`config.mk`:
```
export PLATFORM = sky130hd
export DESIGN_NAME = frame_tagged_input_jitter_buffer_unit_flat
export DESIGN_NICKNAME = d
export VERILOG_FILES = /design/src/rtl/core/ftjb_pkg.sv /design/src/rtl/core/ftjb_if.sv /design/src/rtl/core/frame_tagged_input_jitter_buffer_unit.sv /design/src/rtl/core/ftjb_ram.sv /design/src/rtl/core/ftjb_front.sv /design/src/rtl/core/ftjb_back.sv /design/src/rtl/core/ftjb_cfg.sv /design/src/flat_wrapper.sv
export SDC_FILE = /design/constraint.sdc
export NUM_CORES = 2
export LEC_CHECK = 0
export BUFFER_PORTS_ARGS = -buffer_cell sky130_fd_sc_hd__buf_2
export CAP_MARGIN = 30
export CELL_PAD_IN_SITES_DETAIL_PLACEMENT = 1
export CELL_PAD_IN_SITES_GLOBAL_PLACEMENT = 2
export CORE_MARGIN = 2
export CORE_UTILIZATION = 30
export DETAILED_ROUTE_END_ITERATION = 10
export PLACE_DENSITY = 0.57
export SKIP_LAST_GASP = 1
export SYNTH_ARGS = -nofsm -noshare
export SYNTH_HDL_FRONTEND = slang
export SYNTH_SLANG_ARGS = --single-unit
export TNS_END_PERCENT = 20
```
`constraint.sdc`:
```
create_clock -name clk -period 9.8 [get_ports clk]
set_input_delay 0.49 -clock clk [delete_from_list [all_inputs] [get_ports clk]]
set_output_delay 0.49 -clock clk [all_outputs]
set_load 0.02 [all_outputs]
```
`src/rtl/core/ftjb_pkg.sv`:
```
`timescale 1ns / 1ps
`default_nettype none
// ----------------------------------------------------------------------------
// ftjb_pkg: shared types and constants
// Op codes, event codes, link states and defaults for the jitter buffer.
// ----------------------------------------------------------------------------
package ftjb_pkg;
  localparam int RING_DEPTH_DEF = 64;
  localparam int FRAME_BITS_DEF = 24;
  localparam int FRAME_W = 24;

  typedef enum logic [1:0] {
    OP_CONNECT = 2'd0,
    OP_READY   = 2'd1,
    OP_INPUT   = 2'd2,
    OP_TICK    = 2'd3
  } op_t;

  typedef enum logic [2:0] {
    EV_ACCEPT     = 3'd0,
    EV_START      = 3'd1,
    EV_SPEED_UP   = 3'd2,
    EV_SLOW_DOWN  = 3'd3,
    EV_HOLD       = 3'd4,
    EV_DISCONNECT = 3'd5,
    EV_END_GAME   = 3'd6,
    EV_FRAME_DONE = 3'd7
  } ev_t;

  typedef enum logic [1:0] {
    LINK_OPEN    = 2'd0,
    LINK_PENDING = 2'd1,
    LINK_ACTIVE  = 2'd2
  } link_t;

  localparam logic [1:0] REG_TIMEOUT   = 2'd0;
  localparam logic [1:0] REG_LEAD_LOW  = 2'd1;
  localparam logic [1:0] REG_LEAD_HIGH = 2'd2;

  // one queued command between front and back
  typedef struct packed {
    op_t              op;
    logic             slot;
    logic [FRAME_W-1:0] frame;
    logic             move_up;
    logic             press_down;
  } cmd_t;

  // one result beat
  typedef struct packed {
    logic               slot_res;
    ev_t                event_res;
    logic               chosen_up;
    logic               chosen_down;
    logic               missed;
    logic [FRAME_W-1:0] frame_out;
    logic               last;
  } res_t;
endpackage
`default_nettype wire

```
`src/rtl/core/ftjb_if.sv`:
```
`timescale 1ns / 1ps
`default_nettype none
// ----------------------------------------------------------------------------
// ftjb_in_if / ftjb_out_if: valid/ready channels
// Input item channel and result channel of the jitter buffer.
// ----------------------------------------------------------------------------
interface ftjb_in_if;
  logic        valid;
  logic        ready;
  logic [1:0]  op;
  logic        slot;
  logic [23:0] frame;
  logic        move_up;
  logic        press_down;
  modport source (output valid, op, slot, frame, move_up, press_down, input ready);
  modport sink (input valid, op, slot, frame, move_up, press_down, output ready);
endinterface

interface ftjb_out_if;
  logic        valid;
  logic        ready;
  logic        slot_res;
  logic [2:0]  event_res;
  logic        chosen_up;
  logic        chosen_down;
  logic        missed;
  logic [23:0] frame_out;
  logic        last;
  modport source (output valid, slot_res, event_res, chosen_up, chosen_down, missed,
                  frame_out, last, input ready);
  modport sink (input valid, slot_res, event_res, chosen_up, chosen_down, missed,
                frame_out, last, output ready);
endinterface
`default_nettype wire

```
`src/rtl/core/frame_tagged_input_jitter_buffer_unit.sv`:
```
`timescale 1ns / 1ps
`default_nettype none
// ----------------------------------------------------------------------------
// frame_tagged_input_jitter_buffer_unit: two-slot input jitter buffer
// Connection control and frame-tagged input rings for two clients.
// ----------------------------------------------------------------------------
// Usage:
//   in_ch carries connect, ready, tagged input and tick items; out_ch carries
//   result beats, the final beat of an item marked by last. Registers are
//   written over the APB port; write them only while the block is idle,
//   which the block itself does not enforce. A four-deep command queue
//   decouples input from the engine, so input beats are taken while the
//   engine works or a result waits. A tagged input reads its ring entry
//   and writes it unless it already holds that frame; a connect sends its
//   accept beat; an idle tick sends one disconnect beat per timed-out slot.
//   An active tick scans each slot's ring through its single ram port, one
//   entry a cycle, then sends a result beat per slot and a frame done beat,
//   or a disconnect and end game pair when a slot lags past the ring depth.
//   Reset clears link states, countdowns, frame and ring valid bits at once.
//   A stalled receiver holds the output register; the engine then waits
//   and the queue fills until in_ch.ready drops.
// ----------------------------------------------------------------------------
module frame_tagged_input_jitter_buffer_unit
  import ftjb_pkg::*;
#(
  parameter int RING_DEPTH = RING_DEPTH_DEF,
  parameter int FRAME_BITS = FRAME_BITS_DEF
) (
  input  wire logic        clk,
  input  wire logic        rst,
  ftjb_in_if.sink          in_ch,
  ftjb_out_if.source       out_ch,
  input  wire logic        psel,
  input  wire logic        penable,
  input  wire logic        pwrite,
  input  wire logic [3:0]  paddr,
  input  wire logic [31:0] pwdata,
  output logic      [31:0] prdata,
  output logic             pready
);
  logic        cmd_valid, cmd_pop;
  cmd_t        cmd;
  logic [15:0] timeout;
  logic [5:0]  lead_low, lead_high;

  ftjb_cfg u_cfg (
    .clk, .rst, .psel, .penable, .pwrite, .paddr, .pwdata, .prdata, .pready,
    .timeout, .lead_low, .lead_high);

  ftjb_front u_front (
    .clk, .rst, .in_ch, .cmd_valid, .cmd, .cmd_pop);

  ftjb_back #(.RING_DEPTH(RING_DEPTH), .FRAME_BITS(FRAME_BITS)) u_back (
    .clk, .rst, .cmd_valid, .cmd, .cmd_pop, .timeout, .lead_low, .lead_high,
    .out_ch);
endmodule
`default_nettype wire

```
`src/rtl/core/ftjb_ram.sv`:
```
`timescale 1ns / 1ps
`default_nettype none
// ----------------------------------------------------------------------------
// ftjb_ram: generic single-port ram
// One access per cycle, registered read data that shows the old word on a write.
// ----------------------------------------------------------------------------
module ftjb_ram #(
  parameter int WIDTH = 8,
  parameter int DEPTH = 64
) (
  input  wire logic                     clk,
  input  wire logic                     we,
  input  wire logic [$clog2(DEPTH)-1:0] addr,
  input  wire logic [WIDTH-1:0]         wdata,
  output logic      [WIDTH-1:0]         rdata
);
  logic [WIDTH-1:0] mem [DEPTH];

  always_ff @(posedge clk) begin
    if (we) mem[addr] <= wdata;
    rdata <= mem[addr];
  end
endmodule
`default_nettype wire

```
`src/rtl/core/ftjb_front.sv`:
```
`timescale 1ns / 1ps
`default_nettype none
// ----------------------------------------------------------------------------
// ftjb_front: input stage and command queue
// Accepts input beats and holds them in a short fifo for the back end.
// ----------------------------------------------------------------------------
module ftjb_front
  import ftjb_pkg::*;
(
  input  wire logic clk,
  input  wire logic rst,
  ftjb_in_if.sink   in_ch,
  output logic      cmd_valid,
  output cmd_t      cmd,
  input  wire logic cmd_pop
);
  localparam int QD = 4;
  cmd_t       q [QD];
  logic [1:0] wp, rp;
  logic [2:0] cnt;
  logic       push;
  cmd_t       c_in;

  assign in_ch.ready = (cnt != 3'(QD));
  assign push = in_ch.valid && in_ch.ready;
  assign cmd_valid = (cnt != 3'd0);
  assign cmd = q[rp];

  always_comb begin
    c_in.op         = op_t'(in_ch.op);
    c_in.slot       = in_ch.slot;
    c_in.frame      = in_ch.frame;
    c_in.move_up    = in_ch.move_up;
    c_in.press_down = in_ch.press_down;
  end

  // fifo storage
  always_ff @(posedge clk) begin
    if (push) q[wp] <= c_in;
  end

  // fifo pointers
  always_ff @(posedge clk) begin
    if (rst) begin
      wp <= '0; rp <= '0; cnt <= '0;
    end else begin
      if (push) wp <= wp + 2'd1;
      if (cmd_pop) rp <= rp + 2'd1;
      cnt <= cnt + 3'(push) - 3'(cmd_pop);
    end
  end
endmodule
`default_nettype wire

```
`src/rtl/core/ftjb_back.sv`:
```
`timescale 1ns / 1ps
`default_nettype none
// ----------------------------------------------------------------------------
// ftjb_back: command engine
// Runs queued commands against link state and the frame rings, and emits
// result beats through a one-entry output register.
// ----------------------------------------------------------------------------
module ftjb_back
  import ftjb_pkg::*;
#(
  parameter int RING_DEPTH = RING_DEPTH_DEF,
  parameter int FRAME_BITS = FRAME_BITS_DEF
) (
  input  wire logic        clk,
  input  wire logic        rst,
  input  wire logic        cmd_valid,
  input  cmd_t             cmd,
  output logic             cmd_pop,
  input  wire logic [15:0] timeout,
  input  wire logic [5:0]  lead_low,
  input  wire logic [5:0]  lead_high,
  ftjb_out_if.source       out_ch
);
  localparam int AW = $clog2(RING_DEPTH);
  localparam int RW = FRAME_BITS + 2;
  localparam int XW = FRAME_BITS + 2;
  localparam logic [FRAME_BITS-1:0] FMAX = '1;

  typedef enum logic [8:0] {
    S_IDLE  = 9'b000000001,
    S_INRD  = 9'b000000010,
    S_INWR  = 9'b000000100,
    S_SCAN  = 9'b000001000,
    S_PICK  = 9'b000010000,
    S_EMIT  = 9'b000100000,
    S_CLEAR = 9'b001000000,
    S_IDLT  = 9'b010000000,
    S_WAIT  = 9'b100000000
  } st_t;

  st_t st;
  cmd_t cur;
  link_t link [2];
  logic [15:0] cd [2];
  logic [FRAME_BITS-1:0] cframe;
  logic [RING_DEPTH-1:0] vld [2];

  // frame of the current command at the internal width
  logic [FRAME_BITS-1:0] cur_fr;
  assign cur_fr = FRAME_BITS'(cur.frame);

  // ring ram, one per slot
  logic         we [2];
  logic [AW-1:0] addr;
  logic [RW-1:0] wdata;
  logic [RW-1:0] rdata [2];

  for (genvar g = 0; g < 2; g++) begin : g_ring
    ftjb_ram #(.WIDTH(RW), .DEPTH(RING_DEPTH)) u_ram (
      .clk(clk), .we(we[g]), .addr(addr), .wdata(wdata), .rdata(rdata[g]));
  end

  // scan bookkeeping
  logic          s;
  logic [AW:0]   k;
  logic [AW-1:0] kd;
  logic          kd_v;
  logic          any, found;
  logic [FRAME_BITS-1:0] newest, chosen;
  logic [AW-1:0] pick;

  // pending result beats
  res_t ob;
  logic ob_v;
  logic ob_load;
  res_t pend [3];
  logic [1:0] pn, pi;

  logic [FRAME_BITS-1:0] rf;
  assign rf = rdata[s][FRAME_BITS+1:2];

  assign out_ch.valid       = ob_v;
  assign out_ch.slot_res    = ob.slot_res;
  assign out_ch.event_res   = ob.event_res;
  assign out_ch.chosen_up   = ob.chosen_up;
  assign out_ch.chosen_down = ob.chosen_down;
  assign out_ch.missed      = ob.missed;
  assign out_ch.frame_out   = ob.frame_out;
  assign out_ch.last        = ob.last;

  assign cmd_pop = (st == S_IDLE) && cmd_valid;
  assign ob_load = (st == S_WAIT) && (pi != pn) && (!ob_v || out_ch.ready);

  function automatic res_t mk(logic sl, ev_t ev, logic u, logic d, logic m,
                              logic [FRAME_BITS-1:0] f);
    res_t r;
    r.slot_res = sl; r.event_res = ev; r.chosen_up = u; r.chosen_down = d;
    r.missed = m; r.frame_out = 24'(f); r.last = 1'b0;
    return r;
  endfunction

  // lead and lag arithmetic, extended signed
  logic signed [XW-1:0] lead, lag;
  ev_t req;
  always_comb begin
    lead = $signed({2'b00, newest}) - $signed({2'b00, cframe});
    lag  = found ? ($signed({2'b00, cframe}) - $signed({2'b00, chosen}))
                 : ($signed({2'b00, cframe}) + XW'(1));
    if (lead < $signed(XW'(lead_low))) req = EV_SPEED_UP;
    else if (lead > $signed(XW'(lead_high))) req = EV_SLOW_DOWN;
    else req = EV_HOLD;
  end

  // ram address and write control
  always_comb begin
    we[0] = 1'b0; we[1] = 1'b0;
    addr = cur_fr[AW-1:0];
    wdata = {cur_fr, cur.move_up, cur.press_down};
    case (st)
      S_INWR: we[cur.slot] = !(vld[cur.slot][cur_fr[AW-1:0]] &&
                               rdata[cur.slot][FRAME_BITS+1:2] == cur_fr);
      S_SCAN: addr = k[AW-1:0];
      S_PICK: addr = pick;
      default: ;
    endcase
  end

  // output register
  always_ff @(posedge clk) begin
    if (rst) begin
      ob_v <= 1'b0;
    end else if (ob_load) begin
      ob   <= res_t'({pend[pi][$bits(res_t)-1:1], ((pi + 2'd1) == pn)});
      ob_v <= 1'b1;
    end else if (out_ch.ready) begin
      ob_v <= 1'b0;
    end
  end

  // main sequencer
  always_ff @(posedge clk) begin
    if (rst) begin
      st <= S_IDLE; pn <= '0; pi <= '0;
      link[0] <= LINK_OPEN; link[1] <= LINK_OPEN;
      cd[0] <= '0; cd[1] <= '0; cframe <= '0;
      vld[0] <= '0; vld[1] <= '0;
      s <= 1'b0; k <= '0; kd_v <= 1'b0;
    end else begin
      case (st)
        S_IDLE: if (cmd_valid) begin
          cur <= cmd;
          case (cmd.op)
            OP_CONNECT: begin
              cd[cmd.slot] <= timeout;
              if (link[cmd.slot] == LINK_OPEN) link[cmd.slot] <= LINK_PENDING;
              pend[0] <= mk(cmd.slot, EV_ACCEPT, 1'b0, 1'b0, 1'b0, cframe);
              pn <= 2'd1; pi <= '0; st <= S_WAIT;
            end
            OP_READY: begin
              cd[cmd.slot] <= timeout;
              if (link[cmd.slot] == LINK_PENDING) link[cmd.slot] <= LINK_ACTIVE;
            end
            OP_INPUT: st <= S_INRD;
            default: begin
              pn <= '0; pi <= '0;
              if (link[0] == LINK_ACTIVE && link[1] == LINK_ACTIVE) begin
                s <= 1'b0; k <= '0; kd_v <= 1'b0; any <= 1'b0; found <= 1'b0;
                pick <= '0;
                st <= S_SCAN;
              end else st <= S_IDLT;
            end
          endcase
        end
        S_INRD: st <= S_INWR;
        S_INWR: begin
          vld[cur.slot][cur_fr[AW-1:0]] <= 1'b1;
          st <= S_IDLE;
        end
        S_SCAN: begin
          // one entry issued per cycle, evaluated in the next cycle
          if (kd_v && vld[s][kd]) begin
            any <= 1'b1;
            if (!any || rf > newest) newest <= rf;
            if (rf <= cframe && (!found || rf > chosen)) begin
              chosen <= rf; pick <= kd; found <= 1'b1;
            end
          end
          kd <= k[AW-1:0];
          kd_v <= (k != (AW+1)'(RING_DEPTH));
          if (k != (AW+1)'(RING_DEPTH)) k <= k + 1'b1;
          else if (!kd_v) st <= S_PICK;
        end
        S_PICK: st <= S_EMIT;
        S_EMIT: begin
          if (any && lag > $signed(XW'(RING_DEPTH))) begin
            pend[pn] <= mk(s, EV_DISCONNECT, 1'b0, 1'b0, 1'b0, cframe);
            pend[pn+2'd1] <= mk(~s, EV_END_GAME, 1'b0, 1'b0, 1'b0, cframe);
            pn <= pn + 2'd2;
            link[s] <= LINK_OPEN;
            st <= S_CLEAR;
          end else begin
            // an unwritten entry reads as cleared controls
            if (!any) pend[pn] <= mk(s, EV_START, 1'b0, 1'b0, 1'b0, cframe);
            else pend[pn] <= mk(s, req, rdata[s][1] & vld[s][pick],
                                rdata[s][0] & vld[s][pick],
                                !found || (chosen != cframe), cframe);
            if (s == 1'b0) begin
              s <= 1'b1; k <= '0; kd_v <= 1'b0; any <= 1'b0; found <= 1'b0;
              pick <= '0;
              pn <= pn + 2'd1;
              st <= S_SCAN;
            end else begin
              pend[pn+2'd1] <= mk(1'b0, EV_FRAME_DONE, 1'b0, 1'b0, 1'b0, cframe);
              pn <= pn + 2'd2;
              if (cframe != FMAX) cframe <= cframe + 1'b1;
              st <= S_WAIT;
            end
          end
        end
        S_CLEAR: begin
          vld[0] <= '0; vld[1] <= '0; cframe <= '0; st <= S_WAIT;
        end
        S_IDLT: begin
          cframe <= '0;
          begin : idle_blk
            logic [1:0] n;
            n = '0;
            for (int i = 0; i < 2; i++) begin
              if (link[i] == LINK_ACTIVE && cd[i] <= 16'd1) begin
                link[i] <= LINK_OPEN;
                pend[n] <= mk(i[0], EV_DISCONNECT, 1'b0, 1'b0, 1'b0, '0);
                n = n + 2'd1;
              end
              if (link[i] == LINK_ACTIVE && cd[i] != 16'd0) cd[i] <= cd[i] - 16'd1;
            end
            pn <= n;
          end
          st <= S_WAIT;
        end
        S_WAIT: begin
          if (pi == pn) st <= S_IDLE;
          else if (ob_load) pi <= pi + 2'd1;
        end
        default: st <= S_IDLE;
      endcase
    end
  end
endmodule
`default_nettype wire

```
`src/rtl/core/ftjb_cfg.sv`:
```
`timescale 1ns / 1ps
`default_nettype none
// ----------------------------------------------------------------------------
// ftjb_cfg: register file
// APB-style access to timeout and lead thresholds.
// ----------------------------------------------------------------------------
module ftjb_cfg
  import ftjb_pkg::*;
(
  input  wire logic        clk,
  input  wire logic        rst,
  input  wire logic        psel,
  input  wire logic        penable,
  input  wire logic        pwrite,
  input  wire logic [3:0]  paddr,
  input  wire logic [31:0] pwdata,
  output logic      [31:0] prdata,
  output logic             pready,
  output logic      [15:0] timeout,
  output logic      [5:0]  lead_low,
  output logic      [5:0]  lead_high
);
  assign pready = 1'b1;

  // register writes
  always_ff @(posedge clk) begin
    if (rst) begin
      timeout <= 16'd300; lead_low <= 6'd3; lead_high <= 6'd6;
    end else if (psel && penable && pwrite) begin
      case (paddr[3:2])
        REG_TIMEOUT:   timeout   <= pwdata[15:0];
        REG_LEAD_LOW:  lead_low  <= pwdata[5:0];
        REG_LEAD_HIGH: lead_high <= pwdata[5:0];
        default: ;
      endcase
    end
  end

  // read mux
  always_comb begin
    case (paddr[3:2])
      REG_TIMEOUT:   prdata = {16'd0, timeout};
      REG_LEAD_LOW:  prdata = {26'd0, lead_low};
      REG_LEAD_HIGH: prdata = {26'd0, lead_high};
      default:       prdata = '0;
    endcase
  end
endmodule
`default_nettype wire

```
`src/flat_wrapper.sv`:
```
// flat-port wrapper written by rule: the top's interface ports become plain ports
module frame_tagged_input_jitter_buffer_unit_flat import ftjb_pkg::*;
#(
  parameter int RING_DEPTH = RING_DEPTH_DEF,
  parameter int FRAME_BITS = FRAME_BITS_DEF
)
  (clk, rst, psel, penable, pwrite, paddr, pwdata, prdata, pready, in_ch_valid, in_ch_op, in_ch_slot, in_ch_frame, in_ch_move_up, in_ch_press_down, in_ch_ready, out_ch_valid, out_ch_slot_res, out_ch_event_res, out_ch_chosen_up, out_ch_chosen_down, out_ch_missed, out_ch_frame_out, out_ch_last, out_ch_ready);
  ftjb_in_if in_ch_i ();
  ftjb_out_if out_ch_i ();
  input  wire logic clk;
  input  wire logic rst;
  input  wire logic psel;
  input  wire logic penable;
  input  wire logic pwrite;
  input  wire logic [3:0] paddr;
  input  wire logic [31:0] pwdata;
  output logic      [31:0] prdata;
  output logic pready;
  input wire logic [$bits(in_ch_i.valid)-1:0] in_ch_valid;
  input wire logic [$bits(in_ch_i.op)-1:0] in_ch_op;
  input wire logic [$bits(in_ch_i.slot)-1:0] in_ch_slot;
  input wire logic [$bits(in_ch_i.frame)-1:0] in_ch_frame;
  input wire logic [$bits(in_ch_i.move_up)-1:0] in_ch_move_up;
  input wire logic [$bits(in_ch_i.press_down)-1:0] in_ch_press_down;
  output wire logic [$bits(in_ch_i.ready)-1:0] in_ch_ready;
  output wire logic [$bits(out_ch_i.valid)-1:0] out_ch_valid;
  output wire logic [$bits(out_ch_i.slot_res)-1:0] out_ch_slot_res;
  output wire logic [$bits(out_ch_i.event_res)-1:0] out_ch_event_res;
  output wire logic [$bits(out_ch_i.chosen_up)-1:0] out_ch_chosen_up;
  output wire logic [$bits(out_ch_i.chosen_down)-1:0] out_ch_chosen_down;
  output wire logic [$bits(out_ch_i.missed)-1:0] out_ch_missed;
  output wire logic [$bits(out_ch_i.frame_out)-1:0] out_ch_frame_out;
  output wire logic [$bits(out_ch_i.last)-1:0] out_ch_last;
  input wire logic [$bits(out_ch_i.ready)-1:0] out_ch_ready;
  assign in_ch_i.valid = in_ch_valid;
  assign in_ch_i.op = in_ch_op;
  assign in_ch_i.slot = in_ch_slot;
  assign in_ch_i.frame = in_ch_frame;
  assign in_ch_i.move_up = in_ch_move_up;
  assign in_ch_i.press_down = in_ch_press_down;
  assign in_ch_ready = in_ch_i.ready;
  assign out_ch_valid = out_ch_i.valid;
  assign out_ch_slot_res = out_ch_i.slot_res;
  assign out_ch_event_res = out_ch_i.event_res;
  assign out_ch_chosen_up = out_ch_i.chosen_up;
  assign out_ch_chosen_down = out_ch_i.chosen_down;
  assign out_ch_missed = out_ch_i.missed;
  assign out_ch_frame_out = out_ch_i.frame_out;
  assign out_ch_last = out_ch_i.last;
  assign out_ch_i.ready = out_ch_ready;
  frame_tagged_input_jitter_buffer_unit #(.RING_DEPTH(RING_DEPTH), .FRAME_BITS(FRAME_BITS)) u_core (.clk(clk), .rst(rst), .in_ch(in_ch_i), .out_ch(out_ch_i), .psel(psel), .penable(penable), .pwrite(pwrite), .paddr(paddr), .pwdata(pwdata), .prdata(prdata), .pready(pready));
endmodule
```
# ---- Yosys cells after proc, flatten, opt, wreduce, memory -nomap -nowiden
# Memory sizes are Yosys's and may differ from the RTL's. A register that Yosys moved wholly into a read port is not among the register bits.
# Cells that the tools add are included.
# W data, S select, Z words.
dict set report word_totals {
  regBits 172
  latch_bits 0
  ram_bits 3701
  rom_bits 0
  inputBits 72
  memories 7
}
dict set report op_classes {
  add_sub_neg 15
  n_mul 0
  n_div 0
  n_lt_le_gt_ge 15
  n_eq_ne 41
  shift 0
  n_mux 185
  bitwise_logic 19
  n_reduce_logical 63
}
# memory words width rd rd_clocked_by_memory_dff write_ports line_no
set mem_list {}
lappend mem_list {{u_core.u_back.g_ring[0].u_ram.mem} 64 26 1 1 1 ftjb_ram.sv:17} ;# logic [WIDTH-1:0] mem [DEPTH];
lappend mem_list {{u_core.u_back.g_ring[1].u_ram.mem} 64 26 1 1 1 ftjb_ram.sv:17}
lappend mem_list {u_core.u_back.vld 2 64 2 2 2 ftjb_back.sv:46} ;# logic [RING_DEPTH-1:0] vld [2];
lappend mem_list {u_core.u_front.q 4 29 1 1 1 ftjb_front.sv:18} ;# cmd_t q [QD];
lappend mem_list {u_core.u_back.pend 3 31 1 1 2 ftjb_back.sv:76} ;# res_t pend [3];
lappend mem_list {u_core.u_back.cd 2 16 2 0 2 ftjb_back.sv:44} ;# logic [15:0] cd [2];
lappend mem_list {{+1 memories} -- -- -- -- -- --}
# operator n
set op_table {}
lappend op_table {{$mux W64} 5}
lappend op_table {{$mux W31} 6}
lappend op_table {{$mux W26} 7}
lappend op_table {{$mux W1} 99}
lappend op_table {{$mux W24} 3}
lappend op_table {{$mux W16} 4}
lappend op_table {{$reduce_or A64 Y1} 1}
lappend op_table {{$pmux W9 S7} 1}
lappend op_table {{$reduce_or A31 Y1} 2}
lappend op_table {{$mux W9} 6}
lappend op_table {{$sub A24 B24 Y25} 2}
lappend op_table {{$gt A24 B24 Y1} 2}
lappend op_table {{$pmux W16 S3} 1}
lappend op_table {{$pmux W24 S2} 1}
lappend op_table {{$mux W6} 7}
lappend op_table {{$mux W7} 6}
lappend op_table {{$mux W2} 20}
lappend op_table {{$le A16 B1 Y1 const B} 2}
lappend op_table {{$reduce_bool A16 Y1} 2}
lappend op_table {{$sub A16 B1 Y16 const B} 2}
lappend op_table {{$ne A2 B2 Y1 const B} 15}
lappend op_table {{$pmux W9 S3} 1}
lappend op_table {{$gt A26 B8 Y1 const B} 1}
lappend op_table {{$add A24 B1 Y25 const B} 1}
lappend op_table {{66 further kinds} 141}

# ---- Longest topological paths before layout
dict set report depth {
  word_depth 12
  depth_mapped 17
  depth_no_buf 16
}

# ---- Cells and area by module
# From an unflattened synthesis, not the netlist that was laid out.
dict set report hier_totals {
  hier_cells 9820
  area_unflattened_um2 160669.1
}
# mod n_inst cells_each area_each_um2 seq_area_each_um2
set modules_own_cells {}
lappend modules_own_cells {{ftjb_ram at u_core.u_back.g_ring[1].u_ram} 1 3560 64254.1 50488.4}
lappend modules_own_cells {{ftjb_ram at u_core.u_back.g_ring[0].u_ram} 1 3452 64045.2 50488.4}
lappend modules_own_cells {ftjb_back 1 2442 26153.8 10930.5}
lappend modules_own_cells {ftjb_front 1 199 4648.2 3663.5}
lappend modules_own_cells {ftjb_cfg 1 167 1567.8 560.5}

# ---- Least setup slack after synthesis
# OpenSTA, ideal clock, no wires.
dict set report synth_timing {
  path_kind {register to register}
  start {register u_core.u_back.cur_fr[0] (netlist name)}
  end {memory u_core.u_back.g_ring[1].u_ram.mem[0][0] (netlist bit) (enable)}
  setup_ps 409
  arrival_time_ps 5740
  slack_ps 3651
  stages_incl_launch_ff 12
  synth_period_minus_slack_ps 6149
  cell_sequence {edfxtp_1 > clkbuf_1 > buf_1 > mux4_2 > mux4_2 > mux4_2 > mux2i_1 > o41ai_1 > inv_1 > buf_2 > nand3_1 > nor2_1}
}
dict set report synth_via {
  elab_chain_cells 8
  elab_cells_between_ends 10
  classes_between {eq/ne (1); mux (6); bitwise (1); reduce/logical (2)}
}
# item line_no
set synth_rtl {}
lappend synth_rtl {{$bmux W1 S6} ftjb_back.sv:120} ;# S_INWR: we[cur.slot] = !(vld[cur.slot][cur_fr[AW-1:0]] &&
lappend synth_rtl {{$mux W1 (not written as such)} ftjb_back.sv:120}
lappend synth_rtl {{$logic_and A1 B1 Y1} ftjb_back.sv:120}
lappend synth_rtl {{$logic_not A1 Y1} ftjb_back.sv:120}
lappend synth_rtl {{$and A2 B2 Y2 (no line)} --}
lappend synth_rtl {{$mux W2} ftjb_back.sv:119} ;# case (st)
lappend synth_rtl {{$mux W1} ftjb_ram.sv:20} ;# if (we) mem[addr] <= wdata;
lappend synth_rtl {{$mux W1 (not written as such)} ftjb_ram.sv:20}
lappend synth_rtl {{end, declared} ftjb_ram.sv:17}
# Parallel ways exist; a longest one is shown, timed or not. The select of a mux whose other input is x is not followed.

==> key figures <==
Detailed routing
  – Post-Route WL: 563 mm
  – Via density: 5.59
  – Number of DRC markers in iteration 0: 12400
  – Drt wl/cell: 33.3 um
  – DR pass1 iterations: 9
  – Via Count: 94400
  – DRC: 0
  – DRT antenna net count: 0

Power
  – Switching fraction of total power: 32.2%
  – Psw: 14900 uW
  – Leak: 0.0562 uW
  – VDD IR max: 165 uV
  – P_int: 31300 uW
  – Comb power frac: 21.5%
  – Seq pwr share: 44.3%
  – PwrDens: 257 nW/um2
  – Clock share of power: 34.2%

Worst setup path
  – Kind of start point of the critical path: register
  – Maximum fanout along the worst path: 18
  – Worst R2R Path Depth: 10
  – Reg2reg end: u_core.u_back.g_ring[0].u_ram.mem[8][23]
  – CP Data Required Time: 10.48 ns
  – Worst setup EP type: register
  – Worst setup path end: u_core.u_back.g_ring[0].u_ram.mem[8][23]
  – Setup Crit Path Kind: reg -> reg
  – FF-to-FF setup slack: 2.92 ns
  – Crit path DAT: 7.56 ns

Min path
  – Hold WC Path Type: in -> reg
  – Worst Hold Depth: 4

CTS
  – Inserted Clock Buffers: 418
  – TritonCTS clock tree: yes
  – CTS sink cnt: 3960
  – Setup repair bufs after CTS: 0
  – H-tree depth: 5
  – Clk_lat worst skew: 1.05 ns
  – Clock-pin slew on the worst setup and hold paths: 0.06 ns
  – CTS root buffer: clkbuf_16
  – Max clock buf depth: 4
  – Post_cts resized: 0

GRT
  – First-pass GRT wire length: 778 mm
  – Largest net degree at the start of global routing: 138
  – Number of global-route vias before repair: 95800
  – GRT overflow: 0
  – Total track usage: 21.1%
  – Initial antenna violation count: 36

Die
  – Cell row count: 262
  – Num ports: 139
  – Initial Util: 30.1%
  – Die area: 515000 um2
  – Die width: 718 um
  – Die height: 718 um
  – Core Box Area: 508000 um2

Yosys
  – #FFs+latches synth: 3960
  – Most common cell in the netlist: edfxtp_1
  – Sequential area share after synthesis: 76.0%
  – Syn Std Cell Area: 153000 um2
  – Number of flops mapped to enable cells by yosys: 3682
  – Yosys warning total: 0
  – Avg Cell Area, Syn: 16.2 um2
  – Mapped Cells: 9409
  – FFs w/ async S/R, synth: 0%
  – Main synth FF type: edfxtp_1
  – Post-synth top cells: 3682 x edfxtp_1, 698 x nand2_1, 561 x a21oi_1
  – Synth top area cells: edfxtp_1 72%, dfxtp_1 3.6%, a222oi_1 3.4%, mux4_2 2.3%, a22oi_1 1.9%
  – Share of the synthesized area in the top cell type: 72.4%
  – Synth unique cells: 93
  – Post-synth top area cell: edfxtp_1

Status
  – Outcome: finished clean

Final layout
  – Nets: 10000
  – Fin cells: 16900
  – Area Growth Syn to Fin: 17.7%
  – Ratio of cells with drive above 1 in the final layout: 14.9%

STA
  – Setup TNS: 0 ns
  – WHS: 0.114 ns
  – Clk_skew: 0.102 ns
  – Relative slew slack: 16.8%
  – Crit share post-route: 70.2%
  – Fin crit period: 6.88 ns
  – Setup-failing EPs final: 0
  – Final hold vios: 0
  – Maximum clock frequency: 145 MHz
  – Actual transition at the worst max-transition pin: 1.25 ns
  – Post-route setup slack: 2.92 ns
  – Unrepaired setup endpoints after global routing: no
  – Max-slew violation count: 0

Place
  – RD Place Congestion: 0.823
  – Post-place setup slack: 2.99 ns
  – PortBufs: 103
  – DP Wirelength: 343 mm
  – Cells after DPL: 16000

Run
  – Max cap viols: 0
==> per-layer routing <==
layer  global-route usage [%]  part of all wire, %  vias up
met5                        0                0.016        -
met4                     6.71                  3.5       12
met3                     2.59                  6.5      715
met2                     35.6                   49     3806
met1                     28.2                   41    50400
li1                         -                    -    39400
==> cells in the final DEF (no fill, tap or decap), types with 198 or more instances in the layout <==
master,synthesis,routed
buf_4,20,246
a21oi_1,561,559
dfxtp_1,278,272
a22oi_1,380,379
edfxtp_1,3682,3682
clkbuf_16,0,422
nor2_1,338,198
nand2_1,698,688
a31oi_1,286,280
a222oi_1,523,523
==> kinds of logic (layout without fill, tap and decap cells) <==
family,Yosys count,after routing,synth area share [%]
AOI/OAI and AO/OA,2454,2454,11.8
adders and majority gates,153,153,1.27
buffers and inverters,797,1516,2.07
muxes,327,327,3.43
other,2,33,0.00492
DFF,3960,3960,76.0
and+or+nand+nor,1626,1626,4.89
xor gates and xnor gates,90,90,0.516
==> layout make-up <==
cell class                      instances  area, um2
Antenna cell                           16       40.0
Clock buffer                          554      11200
Clock inverter                        232       2250
Fill cell                           51300     328000
Inverter                              171        642
Multi-Input combinational cell       4667      35000
Sequential cell                      3960     116000
Tap cell                             6732       8420
Timing Repair Buffer                  559       6180
==> flip-flops by register name (all words and copies together), names as in the netlist, 9 cells and up, named ones only <==
name,cells
u_core.u_back.cd,32
u_core.u_back.chosen,24
u_core.u_back.g_ring.u_ram.mem,3328
u_core.u_back.pend,93
u_core.u_back.g_ring.u_ram.rdata,52
u_core.u_back.cframe,24
u_core.u_back.newest,24
u_core.u_back.st,9
u_core.u_back.vld,128
u_core.u_back.cur_fr,24
u_core.u_cfg.timeout,16
u_core.u_front.q,116
u_core.u_back.out_ch.frame_out,24
==> through the flow <==
| step | area, um2 | power, uW | util [%] |
|---|---|---|---|
| global route | 180000 | 47500 | 35.4 |
| finish | 180000 | 46200 | 35.4 |
| global placement | 163000 | 30400 | 32.1 |
| floorplan | 153000 | 25200 | - |
| CTS | 180000 | 46400 | 35.3 |
| detailed placement | 166000 | 30700 | 32.6 |
==> power by group through the flow <==
stage	clock, uW	sequential (uW)	combinational [uW]
after floorplan	0	21200	4040
after global placement	0	20800	9650
after detailed placement	0	20800	9920
after CTS	16100	20400	9960
after global routing	16600	20400	10400
final	15800	20500	9940
==> repair_timing <==
item                       4_1_cts  5_1_grt
hold endpoints to repair       161        0
setup endpoints to repair        0        0
hold buffers                    52        0
==> worst min path at each step <==
stage,startpoint,to,slack (ns)
floorplan,u_core.u_back.pend[2][24],u_core.u_back.pend[2][24],0.43
global placement,u_core.u_back.pend[2][24],u_core.u_back.pend[2][24],0.45
detailed placement,u_core.u_back.pend[1][24],u_core.u_back.pend[1][24],0.46
CTS,penable,u_core.u_cfg.lead_low[4],0.04
global route,paddr[3],u_core.u_cfg.lead_low[4],0.13
finish,paddr[3],u_core.u_cfg.lead_low[4],0.11
==> critical path, cell delays in order, from the launching register on <==
cell and delay, ns:
dfxtp_2 0.50, buf_12 0.24, mux4_2 0.54, mux4_2 0.53, mux4_2 0.53, mux2i_1 0.72
o41ai_1 0.33, inv_1 0.81, nand3_2 0.93, nor2_2 0.95, buf_4 0.42
No activity file was read; power rests on OpenSTA's default activity.
